$ cat src/hw/rtl/ted_pkg.sv
// ----------------------------------------------------------------------------
// ted_pkg
// shared types and constants of the tilde escape text decompressor
// ----------------------------------------------------------------------------
package ted_pkg;

  localparam int unsigned STORE_DEPTH = 56;
  localparam int unsigned CNT_W       = 6;
  localparam logic [6:0]  RUN_MAX     = 7'd94;

  typedef enum logic [3:0] {
    M_PLAIN, M_ESC, M_SPACES, M_STREAM, M_BUFFER, M_LITERAL
  } mode_t;

  // controller states
  typedef enum logic [3:0] {
    S_IDLE, S_SPACES, S_STR_HI, S_STR_LO, S_FIN_RD, S_FIN_EMIT, S_FIN_TAIL, S_ESC_BYTE
  } state_t;

  // emission phases of a buffered number
  typedef enum logic [3:0] {
    P_LEAD, P_DOT, P_MID, P_E, P_SIGN, P_EXP, P_TERM, P_DONE
  } phase_t;

  typedef enum logic [1:0] {T_SPACE, T_TILDE, T_FLUSH} term_t;

  typedef struct packed {
    logic [7:0] code;
    logic [1:0] form;
    logic [2:0] lead;
    logic [1:0] tail;
    logic       lit;
    logic [7:0] sign;
  } kind_t;

  function automatic kind_t kind_of(input logic [3:0] k);
    kind_t r;
    case (k)
      4'd1:    r = '{8'h22, 2'd1, 3'd1, 2'd0, 1'b1, 8'h00};
      4'd2:    r = '{8'h25, 2'd1, 3'd4, 2'd0, 1'b1, 8'h00};
      4'd3:    r = '{8'h28, 2'd1, 3'd7, 2'd0, 1'b1, 8'h00};
      4'd4:    r = '{8'h4F, 2'd1, 3'd1, 2'd1, 1'b0, 8'h00};
      4'd5:    r = '{8'h50, 2'd1, 3'd2, 2'd1, 1'b0, 8'h00};
      4'd6:    r = '{8'h54, 2'd1, 3'd6, 2'd1, 1'b0, 8'h00};
      4'd7:    r = '{8'h30, 2'd2, 3'd0, 2'd2, 1'b0, 8'h2B};
      4'd8:    r = '{8'h5D, 2'd2, 3'd0, 2'd3, 1'b0, 8'h2B};
      4'd9:    r = '{8'h31, 2'd2, 3'd1, 2'd2, 1'b0, 8'h2B};
      4'd10:   r = '{8'h40, 2'd2, 3'd1, 2'd2, 1'b0, 8'h2D};
      4'd11:   r = '{8'h5E, 2'd2, 3'd1, 2'd3, 1'b0, 8'h2B};
      default: r = '{8'h4E, 2'd0, 3'd0, 2'd0, 1'b0, 8'h00};
    endcase
    return r;
  endfunction

  // kind index of an escape code, 4'hF when it is none
  function automatic logic [3:0] kind_lookup(input logic [7:0] b);
    logic [3:0] r;
    r = 4'hF;
    for (int i = 0; i < 12; i++) begin
      if (kind_of(4'(i)).code == b) r = 4'(i);
    end
    return r;
  endfunction

  // command from controller to datapath
  typedef struct packed {
    logic       emit;
    logic [7:0] ch;
    logic [6:0] cnt;
    logic       use_digit;
    logic       flag;
  } emit_cmd_t;

endpackage

$ cat src/hw/rtl/ted_stream_if.sv
// ----------------------------------------------------------------------------
// ted_stream_if
// valid/ready channels for input and result items
// ----------------------------------------------------------------------------
interface ted_in_if;
  logic       valid;
  logic       ready;
  logic [7:0] in_byte;
  logic       flush;
  modport source (output valid, in_byte, flush, input ready);
  modport sink   (input valid, in_byte, flush, output ready);
endinterface

interface ted_out_if;
  logic       valid;
  logic       ready;
  logic [7:0] out_char;
  logic [6:0] repeat_count;
  logic       last_of_run;
  logic       digits_dropped;
  modport source (output valid, out_char, repeat_count, last_of_run, digits_dropped,
                  input ready);
  modport sink   (input valid, out_char, repeat_count, last_of_run, digits_dropped,
                  output ready);
endinterface

$ cat src/hw/rtl/ted_ram.sv
// ----------------------------------------------------------------------------
// ted_ram
// generic single write, single read ram with registered read
// ----------------------------------------------------------------------------
module ted_ram #(
  parameter int WIDTH = 4,
  parameter int DEPTH = 56
) (
  input  logic                     clk,
  input  logic                     we,
  input  logic [$clog2(DEPTH)-1:0] waddr,
  input  logic [WIDTH-1:0]         wdata,
  input  logic [$clog2(DEPTH)-1:0] raddr,
  output logic [WIDTH-1:0]         rdata
);
  logic [WIDTH-1:0] mem [DEPTH];

  // write port and registered read port
  always_ff @(posedge clk) begin
    if (we) mem[waddr] <= wdata;
    rdata <= mem[raddr];
  end
endmodule

$ cat src/hw/rtl/ted_datapath.sv
// ----------------------------------------------------------------------------
// ted_datapath
// digit store and result output register
// ----------------------------------------------------------------------------
module ted_datapath import ted_pkg::*; #(
  parameter int MAX_DIGITS = 56
) (
  input  logic               clk,
  input  logic               rst,
  input  logic               wr_en,
  input  logic [CNT_W-1:0]   wr_addr,
  input  logic [3:0]         wr_digit,
  input  logic [CNT_W-1:0]   rd_addr,
  input  emit_cmd_t          cmd,
  input  logic               last,
  output logic               busy,
  ted_out_if.source          out_ch
);
  logic [3:0] rd_digit;

  ted_ram #(.WIDTH(4), .DEPTH(MAX_DIGITS)) u_store (
    .clk   (clk),
    .we    (wr_en),
    .waddr (wr_addr[$clog2(MAX_DIGITS)-1:0]),
    .wdata (wr_digit),
    .raddr (rd_addr[$clog2(MAX_DIGITS)-1:0]),
    .rdata (rd_digit)
  );

  // output register: loads when empty or taken
  assign busy = out_ch.valid && !out_ch.ready;

  always_ff @(posedge clk) begin
    if (rst) begin
      out_ch.valid <= 1'b0;
    end else if (!busy) begin
      out_ch.valid <= cmd.emit;
    end
  end

  always_ff @(posedge clk) begin
    if (!busy && cmd.emit) begin
      out_ch.out_char       <= cmd.use_digit ? (8'h30 | {4'd0, rd_digit}) : cmd.ch;
      out_ch.repeat_count   <= cmd.cnt;
      out_ch.last_of_run    <= last;
      out_ch.digits_dropped <= cmd.flag;
    end
  end
endmodule

$ cat src/hw/rtl/ted_ctrl.sv
// ----------------------------------------------------------------------------
// ted_ctrl
// decode state machine: escapes, pair collection and number emission
// ----------------------------------------------------------------------------
module ted_ctrl import ted_pkg::*; #(
  parameter int MAX_DIGITS = 56
) (
  input  logic             clk,
  input  logic             rst,
  ted_in_if.sink           in_ch,
  input  logic             busy,
  output logic             wr_en,
  output logic [CNT_W-1:0] wr_addr,
  output logic [3:0]       wr_digit,
  output logic [CNT_W-1:0] rd_addr,
  output emit_cmd_t        cmd,
  output logic             last
);
  state_t state, state_next;
  mode_t  mode, mode_next;
  logic [3:0]       kind, kind_next;
  logic [CNT_W-1:0] dcount, dcount_next;
  logic             hpend, hpend_next, ovf, ovf_next;
  // work registers
  logic [7:0]       sp_left, sp_left_next;
  logic [6:0]       pair, pair_next;
  logic             wr_lo, wr_lo_next;
  logic [3:0]       lo_digit, lo_digit_next;
  phase_t           ph, ph_next;
  logic [CNT_W-1:0] pos, pos_next, left, left_next;
  logic [1:0]       term, term_next;
  logic             lit_go, lit_go_next;

  kind_t kd;
  assign kd = kind_of(kind);

  logic acc;
  assign acc = in_ch.valid && in_ch.ready;
  assign in_ch.ready = (state == S_IDLE) && !wr_lo && !busy;

  logic [7:0] b;
  assign b = in_ch.in_byte;

  // pair value of the current byte
  logic [8:0] praw;
  logic [6:0] pval;
  always_comb begin
    praw = hpend ? ({1'b0, b} + 9'd59) : ({1'b0, b} - 9'd33);
    if (!hpend && b < 8'd33) pval = 7'd0;
    else if (praw > 9'd99) pval = 7'd99;
    else pval = praw[6:0];
  end
  logic [3:0] ptens, pones;
  assign ptens = 4'((15'(pval) * 15'd205) >> 11);
  assign pones = 4'(pval - 7'(ptens) * 7'd10);

  // digits of a streamed pair
  logic [3:0] stens, sones;
  assign stens = 4'((15'(pair) * 15'd205) >> 11);
  assign sones = 4'(pair - 7'(stens) * 7'd10);

  // counts of the current buffered layout
  logic [CNT_W:0] sum_lt;
  logic [CNT_W-1:0] after;
  assign sum_lt = (CNT_W+1)'(kd.lead) + (CNT_W+1)'(kd.tail);
  assign after = ({1'b0, dcount} > sum_lt) ? CNT_W'({1'b0, dcount} - sum_lt) : '0;

  // length of a phase in digits
  function automatic logic [CNT_W-1:0] phase_len(input phase_t p, input kind_t k,
      input logic [CNT_W-1:0] n, input logic [CNT_W-1:0] a);
    logic [CNT_W-1:0] r;
    case (p)
      P_LEAD:  r = (k.form == 2'd0) ? ((n != 0) ? n - 1'b1 : '0)
                 : (k.form == 2'd1) ? CNT_W'(k.lead) : CNT_W'(k.lead);
      P_MID:   r = a;
      P_EXP:   r = CNT_W'(2);
      default: r = '0;
    endcase
    return r;
  endfunction

  // following phase
  function automatic phase_t phase_after(input phase_t p, input kind_t k);
    phase_t r;
    case (p)
      P_LEAD:  r = (k.form == 2'd0) ? P_TERM : ((k.form == 2'd2 && k.lead == 0) ? P_MID
                                                                               : P_DOT);
      P_DOT:   r = P_MID;
      P_MID:   r = (k.form == 2'd1) ? P_TERM : P_E;
      P_E:     r = P_SIGN;
      P_SIGN:  r = P_EXP;
      P_EXP:   r = P_TERM;
      default: r = P_DONE;
    endcase
    return r;
  endfunction

  // does the emission still produce anything after phase p
  function automatic logic more_after(input phase_t p, input kind_t k,
      input logic [CNT_W-1:0] ps, input logic [CNT_W-1:0] n, input logic [CNT_W-1:0] a,
      input logic [1:0] t, input logic lg);
    logic r;
    phase_t q;
    r = 1'b0;
    q = phase_after(p, k);
    for (int i = 0; i < 7; i++) begin
      case (q)
        P_DOT, P_E, P_SIGN: r = 1'b1;
        P_MID:  if (!lg && a != 0 && ps < n) r = 1'b1;
        P_EXP:  if (ps < n) r = 1'b1;
        P_TERM: if (t == 2'(T_SPACE)) r = 1'b1;
        default: ;
      endcase
      q = phase_after(q, k);
    end
    return r;
  endfunction

  // state registers
  always_ff @(posedge clk) begin
    if (rst) begin
      state <= S_IDLE; mode <= M_PLAIN; kind <= '0; dcount <= '0;
      hpend <= 1'b0; ovf <= 1'b0; wr_lo <= 1'b0;
    end else begin
      state <= state_next; mode <= mode_next; kind <= kind_next; dcount <= dcount_next;
      hpend <= hpend_next; ovf <= ovf_next; wr_lo <= wr_lo_next;
    end
  end

  always_ff @(posedge clk) begin
    sp_left <= sp_left_next; pair <= pair_next; lo_digit <= lo_digit_next;
    ph <= ph_next; pos <= pos_next; left <= left_next; term <= term_next;
    lit_go <= lit_go_next;
  end

  // emission phase step
  logic [CNT_W-1:0] cur_len;
  logic in_digits, digit_ok;
  assign in_digits = (ph == P_LEAD) || (ph == P_MID) || (ph == P_EXP);
  assign digit_ok  = (left != 0) && (pos < dcount);

  // next state logic
  always_comb begin
    state_next = state; mode_next = mode; kind_next = kind; dcount_next = dcount;
    hpend_next = hpend; ovf_next = ovf; wr_lo_next = wr_lo;
    sp_left_next = sp_left; pair_next = pair; lo_digit_next = lo_digit;
    ph_next = ph; pos_next = pos; left_next = left; term_next = term;
    lit_go_next = lit_go;
    cur_len = '0;
    if (wr_lo) begin
      dcount_next = (dcount < CNT_W'(MAX_DIGITS)) ? dcount + 1'b1 : dcount;
      ovf_next = ovf | (dcount >= CNT_W'(MAX_DIGITS));
      wr_lo_next = 1'b0;
    end
    case (state)
      S_IDLE: if (acc) begin
        if (in_ch.flush) begin
          mode_next = M_PLAIN; hpend_next = 1'b0;
          if (mode == M_BUFFER) begin
            state_next = S_FIN_RD; term_next = 2'(T_FLUSH);
          end
        end else if (b == 8'd10 || b == 8'd13 || b == 8'd26) begin
        end else begin
          case (mode)
            M_ESC: begin
              mode_next = M_PLAIN;
              if (b == 8'h20) mode_next = M_SPACES;
              else if (b == 8'h21) begin mode_next = M_STREAM; hpend_next = 1'b0; end
              else if (b != 8'h7D && b != 8'h45 && b != 8'h42 && b != 8'h62 &&
                       b != 8'h7E && b != 8'h2D) begin
                if (kind_lookup(b) != 4'hF) begin
                  kind_next = kind_lookup(b); dcount_next = '0; hpend_next = 1'b0;
                  ovf_next = 1'b0; mode_next = M_BUFFER;
                end else begin
                  sp_left_next = b; state_next = S_ESC_BYTE;
                end
              end
            end
            M_SPACES: begin
              mode_next = M_PLAIN;
              if (b > 8'h20) begin
                sp_left_next = b - 8'h20; state_next = S_SPACES;
              end
            end
            M_LITERAL: mode_next = M_PLAIN;
            M_STREAM, M_BUFFER: begin
              if (hpend || (b != 8'h20 && b != 8'h7E && b != 8'h7D)) begin
                hpend_next = 1'b0;
                if (mode == M_STREAM) begin
                  pair_next = pval; state_next = S_STR_HI;
                end else begin
                  dcount_next = (dcount < CNT_W'(MAX_DIGITS)) ? dcount + 1'b1 : dcount;
                  ovf_next = ovf | (dcount >= CNT_W'(MAX_DIGITS));
                  lo_digit_next = pones; wr_lo_next = 1'b1;
                end
              end else if (b == 8'h7D) begin
                hpend_next = 1'b1;
              end else if (mode == M_BUFFER) begin
                state_next = S_FIN_RD;
                term_next = (b == 8'h20) ? 2'(T_SPACE) : 2'(T_TILDE);
              end else if (b == 8'h20) begin
                mode_next = M_PLAIN; state_next = S_SPACES; sp_left_next = 8'd1;
              end else begin
                mode_next = M_ESC;
              end
            end
            default: mode_next = (b == 8'h7E) ? M_ESC : M_PLAIN;
          endcase
        end
      end
      S_SPACES: if (!busy) begin
        sp_left_next = (sp_left > 8'(RUN_MAX)) ? sp_left - 8'(RUN_MAX) : 8'd0;
        if (sp_left <= 8'(RUN_MAX)) state_next = S_IDLE;
      end
      S_ESC_BYTE: if (!busy) state_next = S_IDLE;
      S_STR_HI: if (!busy) state_next = S_STR_LO;
      S_STR_LO: if (!busy) state_next = S_IDLE;
      S_FIN_RD: begin
        ph_next = P_LEAD; pos_next = '0;
        left_next = phase_len(P_LEAD, kd, dcount, after);
        lit_go_next = kd.lit && (after == 0) && (term == 2'(T_TILDE));
        state_next = S_FIN_EMIT;
      end
      S_FIN_EMIT: if (!busy) begin
        if (in_digits && digit_ok) begin
          pos_next = pos + 1'b1; left_next = left - 1'b1;
        end else begin
          ph_next = phase_after(ph, kd);
          if (ph == P_MID && lit_go) ph_next = P_TERM;
          cur_len = phase_len(ph_next, kd, dcount, after);
          left_next = cur_len;
          if (ph == P_TERM || ph == P_DONE) state_next = S_FIN_TAIL;
        end
      end
      S_FIN_TAIL: begin
        state_next = S_IDLE; dcount_next = '0; hpend_next = 1'b0; ovf_next = 1'b0;
        mode_next = lit_go ? M_LITERAL : (term == 2'(T_TILDE)) ? M_ESC : M_PLAIN;
      end
      default: state_next = S_IDLE;
    endcase
  end

  // output logic
  logic last_digit;
  always_comb begin
    cmd = '0; last = 1'b0; wr_en = 1'b0; wr_addr = dcount; wr_digit = ptens;
    rd_addr = pos_next; last_digit = 1'b0;
    if (wr_lo) begin
      wr_en = (dcount < CNT_W'(MAX_DIGITS)); wr_digit = lo_digit; wr_addr = dcount;
    end
    case (state)
      S_IDLE: begin
        if (acc && !in_ch.flush && mode == M_BUFFER && !wr_lo &&
            (hpend || (b != 8'h20 && b != 8'h7E && b != 8'h7D)) &&
            dcount < CNT_W'(MAX_DIGITS)) begin
          wr_en = 1'b1; wr_digit = ptens;
        end
        if (acc && !in_ch.flush && !(b == 8'd10 || b == 8'd13 || b == 8'd26)) begin
          cmd.cnt = 7'd1; cmd.ch = b; last = 1'b1;
          case (mode)
            M_ESC: begin
              if (b == 8'h7D) begin cmd.emit = 1'b1; cmd.ch = 8'h0A; end
              else if (b == 8'h45 || b == 8'h42 || b == 8'h62 || b == 8'h7E ||
                       b == 8'h2D) cmd.emit = 1'b1;
              else if (b != 8'h20 && b != 8'h21 && kind_lookup(b) == 4'hF) begin
                cmd.emit = 1'b1; cmd.ch = 8'h7E; last = 1'b0;
                // the byte itself follows from its own state
              end
            end
            M_LITERAL: cmd.emit = 1'b1;
            M_PLAIN:   cmd.emit = (b != 8'h7E);
            default: ;
          endcase
        end
      end
      S_SPACES: begin
        cmd.emit = 1'b1; cmd.ch = 8'h20;
        cmd.cnt = (sp_left > 8'(RUN_MAX)) ? RUN_MAX : sp_left[6:0];
        last = (sp_left <= 8'(RUN_MAX));
      end
      S_ESC_BYTE: begin
        cmd.emit = 1'b1; cmd.cnt = 7'd1; cmd.ch = sp_left; last = 1'b1;
      end
      S_STR_HI: begin
        cmd.emit = 1'b1; cmd.cnt = 7'd1;
        cmd.ch = 8'h30 | {4'd0, stens};
      end
      S_STR_LO: begin
        cmd.emit = 1'b1; cmd.cnt = 7'd1; last = 1'b1;
        cmd.ch = 8'h30 | {4'd0, sones};
      end
      S_FIN_EMIT: begin
        cmd.cnt = 7'd1; cmd.flag = ovf;
        if (in_digits && digit_ok) begin
          cmd.emit = 1'b1; cmd.use_digit = 1'b1; last_digit = 1'b1;
        end else begin
          case (ph)
            P_DOT:  begin cmd.emit = 1'b1; cmd.ch = 8'h2E; end
            P_E:    begin cmd.emit = 1'b1; cmd.ch = 8'h45; end
            P_SIGN: begin cmd.emit = 1'b1; cmd.ch = kd.sign; end
            P_TERM: begin
              cmd.emit = (term == 2'(T_SPACE)); cmd.ch = 8'h20; last = 1'b1;
            end
            default: ;
          endcase
          if (ph != P_TERM)
            last = cmd.emit && !more_after(ph, kd, pos, dcount, after, term, lit_go);
        end
        if (last_digit)
          last = ((left > 1) && (pos + 1'b1 < dcount)) ? 1'b0
               : !more_after(ph, kd, pos + 1'b1, dcount, after, term, lit_go);
        rd_addr = pos_next;
      end
      default: ;
    endcase
  end
endmodule

$ cat src/hw/rtl/tilde_escape_text_decompressor.sv
// a result item is registered and presented the cycle after its byte is accepted
// plain bytes: one per cycle if output is free; pairs wait while digits are stored or sent
// a finished number: set up, emit its characters phase by phase, then close
// input is held off while results of the previous byte leave or the output item waits
// reset: synchronous active high rst returns decoding to plain pass through
// ----------------------------------------------------------------------------
// tilde_escape_text_decompressor
// top level: controller plus datapath with digit store
// ----------------------------------------------------------------------------
module tilde_escape_text_decompressor import ted_pkg::*; #(
  parameter int MAX_DIGITS = 56
) (
  input logic       clk,
  input logic       rst,
  ted_in_if.sink    in_ch,
  ted_out_if.source out_ch
);
  logic             busy, wr_en, last;
  logic [CNT_W-1:0] wr_addr, rd_addr;
  logic [3:0]       wr_digit;
  emit_cmd_t        cmd;

  ted_ctrl #(.MAX_DIGITS(MAX_DIGITS)) u_ctrl (
    .clk(clk), .rst(rst), .in_ch(in_ch), .busy(busy), .wr_en(wr_en), .wr_addr(wr_addr),
    .wr_digit(wr_digit), .rd_addr(rd_addr), .cmd(cmd), .last(last)
  );

  ted_datapath #(.MAX_DIGITS(MAX_DIGITS)) u_dp (
    .clk(clk), .rst(rst), .wr_en(wr_en), .wr_addr(wr_addr), .wr_digit(wr_digit),
    .rd_addr(rd_addr), .cmd(cmd), .last(last), .busy(busy), .out_ch(out_ch)
  );
endmodule

$ cat src/flat_wrapper.sv
// flat-port wrapper written by rule: the top's interface ports become plain ports
module tilde_escape_text_decompressor_flat import ted_pkg::*;
#(
  parameter int MAX_DIGITS = 56
)
  (clk, rst, in_ch_valid, in_ch_in_byte, in_ch_flush, in_ch_ready, out_ch_valid, out_ch_out_char, out_ch_repeat_count, out_ch_last_of_run, out_ch_digits_dropped, out_ch_ready);
  ted_in_if in_ch_i ();
  ted_out_if out_ch_i ();
  input logic clk;
  input logic rst;
  input wire logic [$bits(in_ch_i.valid)-1:0] in_ch_valid;
  input wire logic [$bits(in_ch_i.in_byte)-1:0] in_ch_in_byte;
  input wire logic [$bits(in_ch_i.flush)-1:0] in_ch_flush;
  output wire logic [$bits(in_ch_i.ready)-1:0] in_ch_ready;
  output wire logic [$bits(out_ch_i.valid)-1:0] out_ch_valid;
  output wire logic [$bits(out_ch_i.out_char)-1:0] out_ch_out_char;
  output wire logic [$bits(out_ch_i.repeat_count)-1:0] out_ch_repeat_count;
  output wire logic [$bits(out_ch_i.last_of_run)-1:0] out_ch_last_of_run;
  output wire logic [$bits(out_ch_i.digits_dropped)-1:0] out_ch_digits_dropped;
  input wire logic [$bits(out_ch_i.ready)-1:0] out_ch_ready;
  assign in_ch_i.valid = in_ch_valid;
  assign in_ch_i.in_byte = in_ch_in_byte;
  assign in_ch_i.flush = in_ch_flush;
  assign in_ch_ready = in_ch_i.ready;
  assign out_ch_valid = out_ch_i.valid;
  assign out_ch_out_char = out_ch_i.out_char;
  assign out_ch_repeat_count = out_ch_i.repeat_count;
  assign out_ch_last_of_run = out_ch_i.last_of_run;
  assign out_ch_digits_dropped = out_ch_i.digits_dropped;
  assign out_ch_i.ready = out_ch_ready;
  tilde_escape_text_decompressor #(.MAX_DIGITS(MAX_DIGITS)) u_core (.clk(clk), .rst(rst), .in_ch(in_ch_i), .out_ch(out_ch_i));
endmodule
$ cat config.mk
export PLATFORM = sky130hd
export DESIGN_NAME = tilde_escape_text_decompressor_flat
export DESIGN_NICKNAME = d
export VERILOG_FILES = /design/src/hw/rtl/ted_pkg.sv /design/src/hw/rtl/ted_stream_if.sv /design/src/hw/rtl/ted_ram.sv /design/src/hw/rtl/ted_datapath.sv /design/src/hw/rtl/ted_ctrl.sv /design/src/hw/rtl/tilde_escape_text_decompressor.sv /design/src/flat_wrapper.sv
export SDC_FILE = /design/constraint.sdc
export NUM_CORES = 1
export LEC_CHECK = 0
export BUFFER_PORTS_ARGS = -buffer_cell sky130_fd_sc_hd__buf_2
export CAP_MARGIN = 40
export CORE_MARGIN = 10
export CORE_UTILIZATION = 30
export CTS_CLUSTER_DIAMETER = 50
export DETAILED_ROUTE_END_ITERATION = 6
export PLACE_DENSITY = 0.51
export SLEW_MARGIN = 10
export SYNTH_ARGS = -nofsm -noshare
export SYNTH_HDL_FRONTEND = slang
export SYNTH_SLANG_ARGS = --single-unit
export TNS_END_PERCENT = 1
$ cat constraint.sdc
create_clock -name clk -period 9.61 [get_ports clk]
set_input_delay 1.4415 -clock clk [delete_from_list [all_inputs] [get_ports clk]]
set_output_delay 1.4415 -clock clk [all_outputs]
set_load 0.1 [all_outputs]
==> metrics.cfg <==
[finish]
drive_gt1_share_pct = 9.61
fill_cells = 5924
design_area_um2 = 19800
layout_commonest_cell = edfxtp_1
finalNetCount = 1819
antenna_cells = 0
area_growth_syn_to_layout_pct = 11.7
final_cell_mix = edfxtp_1, nand2_1, nor2_1

[timing]
fin_hold_ws_ns = 0.493
min_period_over_period_pct = 80.6
worst_pin_slew_ns = 0.936
finClkSkew_ns = 0.0217
maxSlewViolCount = 0
hold_viol = 0
rsz0062_at_grt = false
min_period_ns = 7.75
slew_headroom_pct = 37.4
max_freq_mhz = 129
tns_ns = 0
setup_viol = 0

[clock_network]
root_buffer = clkbuf_16
cts_hold_buffers = 0
cts_sinks = 311
cts_buffer_depth = 3
htree_levels = 2
cts_resized = 0
clk_latency_ns = 0.57
cts_tree = built
cts.clk_slew.worst_paths_ns = 0.06
numCtsBuffers = 37
post_cts_buffers = 0

[routing]
vias = 12944
drt_iter0_drc = 1122
wl_um = 48200
vias_per_cell = 5.22
drt_pre_antenna_iters = 5
wl_per_cell_um = 19.4
route.detailed.drc = 0
ant_nets = 0

[critical_path]
crit_arrival_ns = 8.07
r2r_slack_ns = 2.63
path_max_fanout = 8
startpoint_type = input port
cp_slowest_cell = o32ai_1
required_ns = 9.93
critPathMaxStageDelay_ns = 0.61
reg2reg_to = u_core.u_ctrl.lo_digit[3]$_DFFE_PP_
endpoint = u_core.u_ctrl.lo_digit[3]$_DFFE_PP_
r2r-start = u_core.u_ctrl.hpend$_SDFFE_PP0P_
worstRegToRegCells = 23
cp-startpoint = in_ch_in_byte[0]
end_kind = register
crit_type = input port to register
cpMostUsedCell = ha_1

[power_and_ir_drop]
vdd_drop_max_mv = 0.260
power_density_nw_per_um2 = 244
p_leak_nw = 7.17

[yosys]
synth-xor-area-share_pct = 2.07
synth-warning-count = 0
async_flop_share_pct = 0
synth-compound-area-share_pct = 13.8
syn_area_per_cell_um2 = 10.6
synth_top_family_by_area = simple AND/OR/NAND/NOR gates
synth_edf_count = 272
seq_area_frac_synth_pct = 50.4
synth-adder-area-share_pct = 9.86
synthMuxAreaShare_pct = 4.29
syn-num-nets = 1811
synth_ff_type = edfxtp_1
ys_types = 97
synth-simple-area-share_pct = 15.8
syn_inst = 1670
syn-cell-area_um2 = 17800
synth_seq_cells = 311

[global_route]
grt_overflow_total = 0
grt_util_all_layers_pct = 13.6
grt_pass1_wl_um = 75200
antenna_found_initial = 0
grt_max_degree = 65
grt_pass1_vias = 12848

[floorplan]
core_region_area_um2 = 58800
initial_core_util_pct = 30.2
num_rows = 89
die_w_um = 263
die_area_um2 = 69300
pin_count = 32
die_h_um = 263

[run]
drv_cap = 0

[outcome]
outcome = complete, no violations

[place]
post_dp_cell_area_um2 = 18700
place.gp.congestion = 0.849
port_buffers = 31
dp_hpwl_um = 34300

[worst_hold_path]
hold_path.class = register to register

## cells by family after synthesis
| logic type | Yosys count |
|---|---|
| compound gates | 359 |
| xor+xnor | 42 |
| fa+ha+maj | 128 |
| buf+inv | 155 |
| flops | 311 |
| mux | 72 |
| simple gates | 603 |
## critical path, delay by kind of cell
family,cells,cell delay (ns)
compound gates,8,2.14
fa+ha+maj,8,2.76
buf+inv,3,0.38
simple gates,4,0.61
xor+xnor,4,0.72
## sequential cells by signal (all words and copies together), names as in the netlist, 2 cells and up
signal	flops
u_core.u_dp.u_store.mem	224
u_core.u_ctrl.kd	9
u_core.u_ctrl.sp_left	8
u_core.u_dp.out_ch.out_char	8
u_core.u_ctrl.pair	7
u_core.u_dp.out_ch.repeat_count	7
u_core.u_ctrl.left	6
u_core.u_ctrl.pos	6
u_core.u_ctrl.wr_addr	6
u_core.u_ctrl.kind	4
u_core.u_ctrl.lo_digit	4
u_core.u_dp.u_store.rdata	4
u_core.u_ctrl.mode	3
u_core.u_ctrl.ph	3
u_core.u_ctrl.state	3
u_core.u_ctrl.term	2
## stage by stage
stage / total power, mW / setup WS [ns] / util (%) / std cells
detailed placement: 3.55 / 1.29 / 31.8 / 2412
global placement: 3.53 / 1.40 / 31.7 / 2409
finish: 4.83 / 1.86 / 33.7 / 2479
floorplan: 3.06 / 1.75 / - / 1670
CTS: 4.88 / 1.86 / 33.7 / 2479
global route: 5.09 / 1.28 / 33.7 / 2479
## where the power goes
group / leakage [nW] / switching (mW) / internal (mW)
clock: 0.546 / 0.587 / 0.731
sequential: 2.79 / 0.106 / 1.74
combinational: 3.84 / 1.19 / 0.475
total: 7.17 / 1.89 / 2.95
## worst min-delay path by stage
stage | startpoint | to | slack [ns] | cells past startpoint
floorplan | u_core.u_ctrl.kind[1]$_SDFFE_PP0P_ | u_core.u_ctrl.kind[1]$_SDFFE_PP0P_ | 0.46 | 2
global placement | u_core.u_ctrl.kind[1]$_SDFFE_PP0P_ | u_core.u_ctrl.kind[1]$_SDFFE_PP0P_ | 0.49 | 2
detailed placement | u_core.u_ctrl.kind[1]$_SDFFE_PP0P_ | u_core.u_ctrl.kind[1]$_SDFFE_PP0P_ | 0.48 | 2
CTS | u_core.u_ctrl.kind[1]$_SDFFE_PP0P_ | u_core.u_ctrl.kind[1]$_SDFFE_PP0P_ | 0.50 | 2
global route | u_core.u_ctrl.kind[1]$_SDFFE_PP0P_ | u_core.u_ctrl.kind[1]$_SDFFE_PP0P_ | 0.55 | 2
finish | u_core.u_ctrl.kind[1]$_SDFFE_PP0P_ | u_core.u_ctrl.kind[1]$_SDFFE_PP0P_ | 0.49 | 2
## metal layers
metal  up-vias  global-route usage [%]  routed length (µm)  share of wire (%)
met4         0                    4.94                1460                3.0
met1      6333                    17.3               21200                 44
li1       6204                       -                   -                  -
met2       321                    22.7               23100                 48
met3        86                    2.35                2420                5.0
met5         -                       0                   0                  0
## layout make-up
cell class,instances,area [µm²],area share (%)
Tap cell,773,967,4.88
Sequential cell,311,8950,45.1
Inverter,75,287,1.45
Multi-Input combinational cell,1204,8160,41.1
Clock buffer,47,973,4.91
Timing Repair Buffer,49,330,1.67
Clock inverter,20,163,0.820
## cells in the mapped netlist, drive strengths merged (10+ instances only)
cell    number  share of area (%)
nor2b       17               0.60
a21oi       86                2.4
inv         75                1.6
nand4       16               0.56
edfxtp     272                 46
mux2i       51                2.9
fa          20                2.3
dfxtp       39                4.4
nand2      217                4.6
a31oi       27               0.95
a32oi       14               0.69
o21ai       82                2.4
ha         108                7.6
mux2        20                1.3
nand2b      19               0.67
buf         31                1.1
and3        21               0.74
a22oi       15               0.77
nand3       60                1.8
nor3        34                1.0
a21o        17               0.72
clkbuf      49                1.0
nor4        15               0.65
o22ai       10               0.35
nor2       163                3.5
xnor2       33                1.6
o211ai      16               0.73
Power figures use the tool's default switching activity.
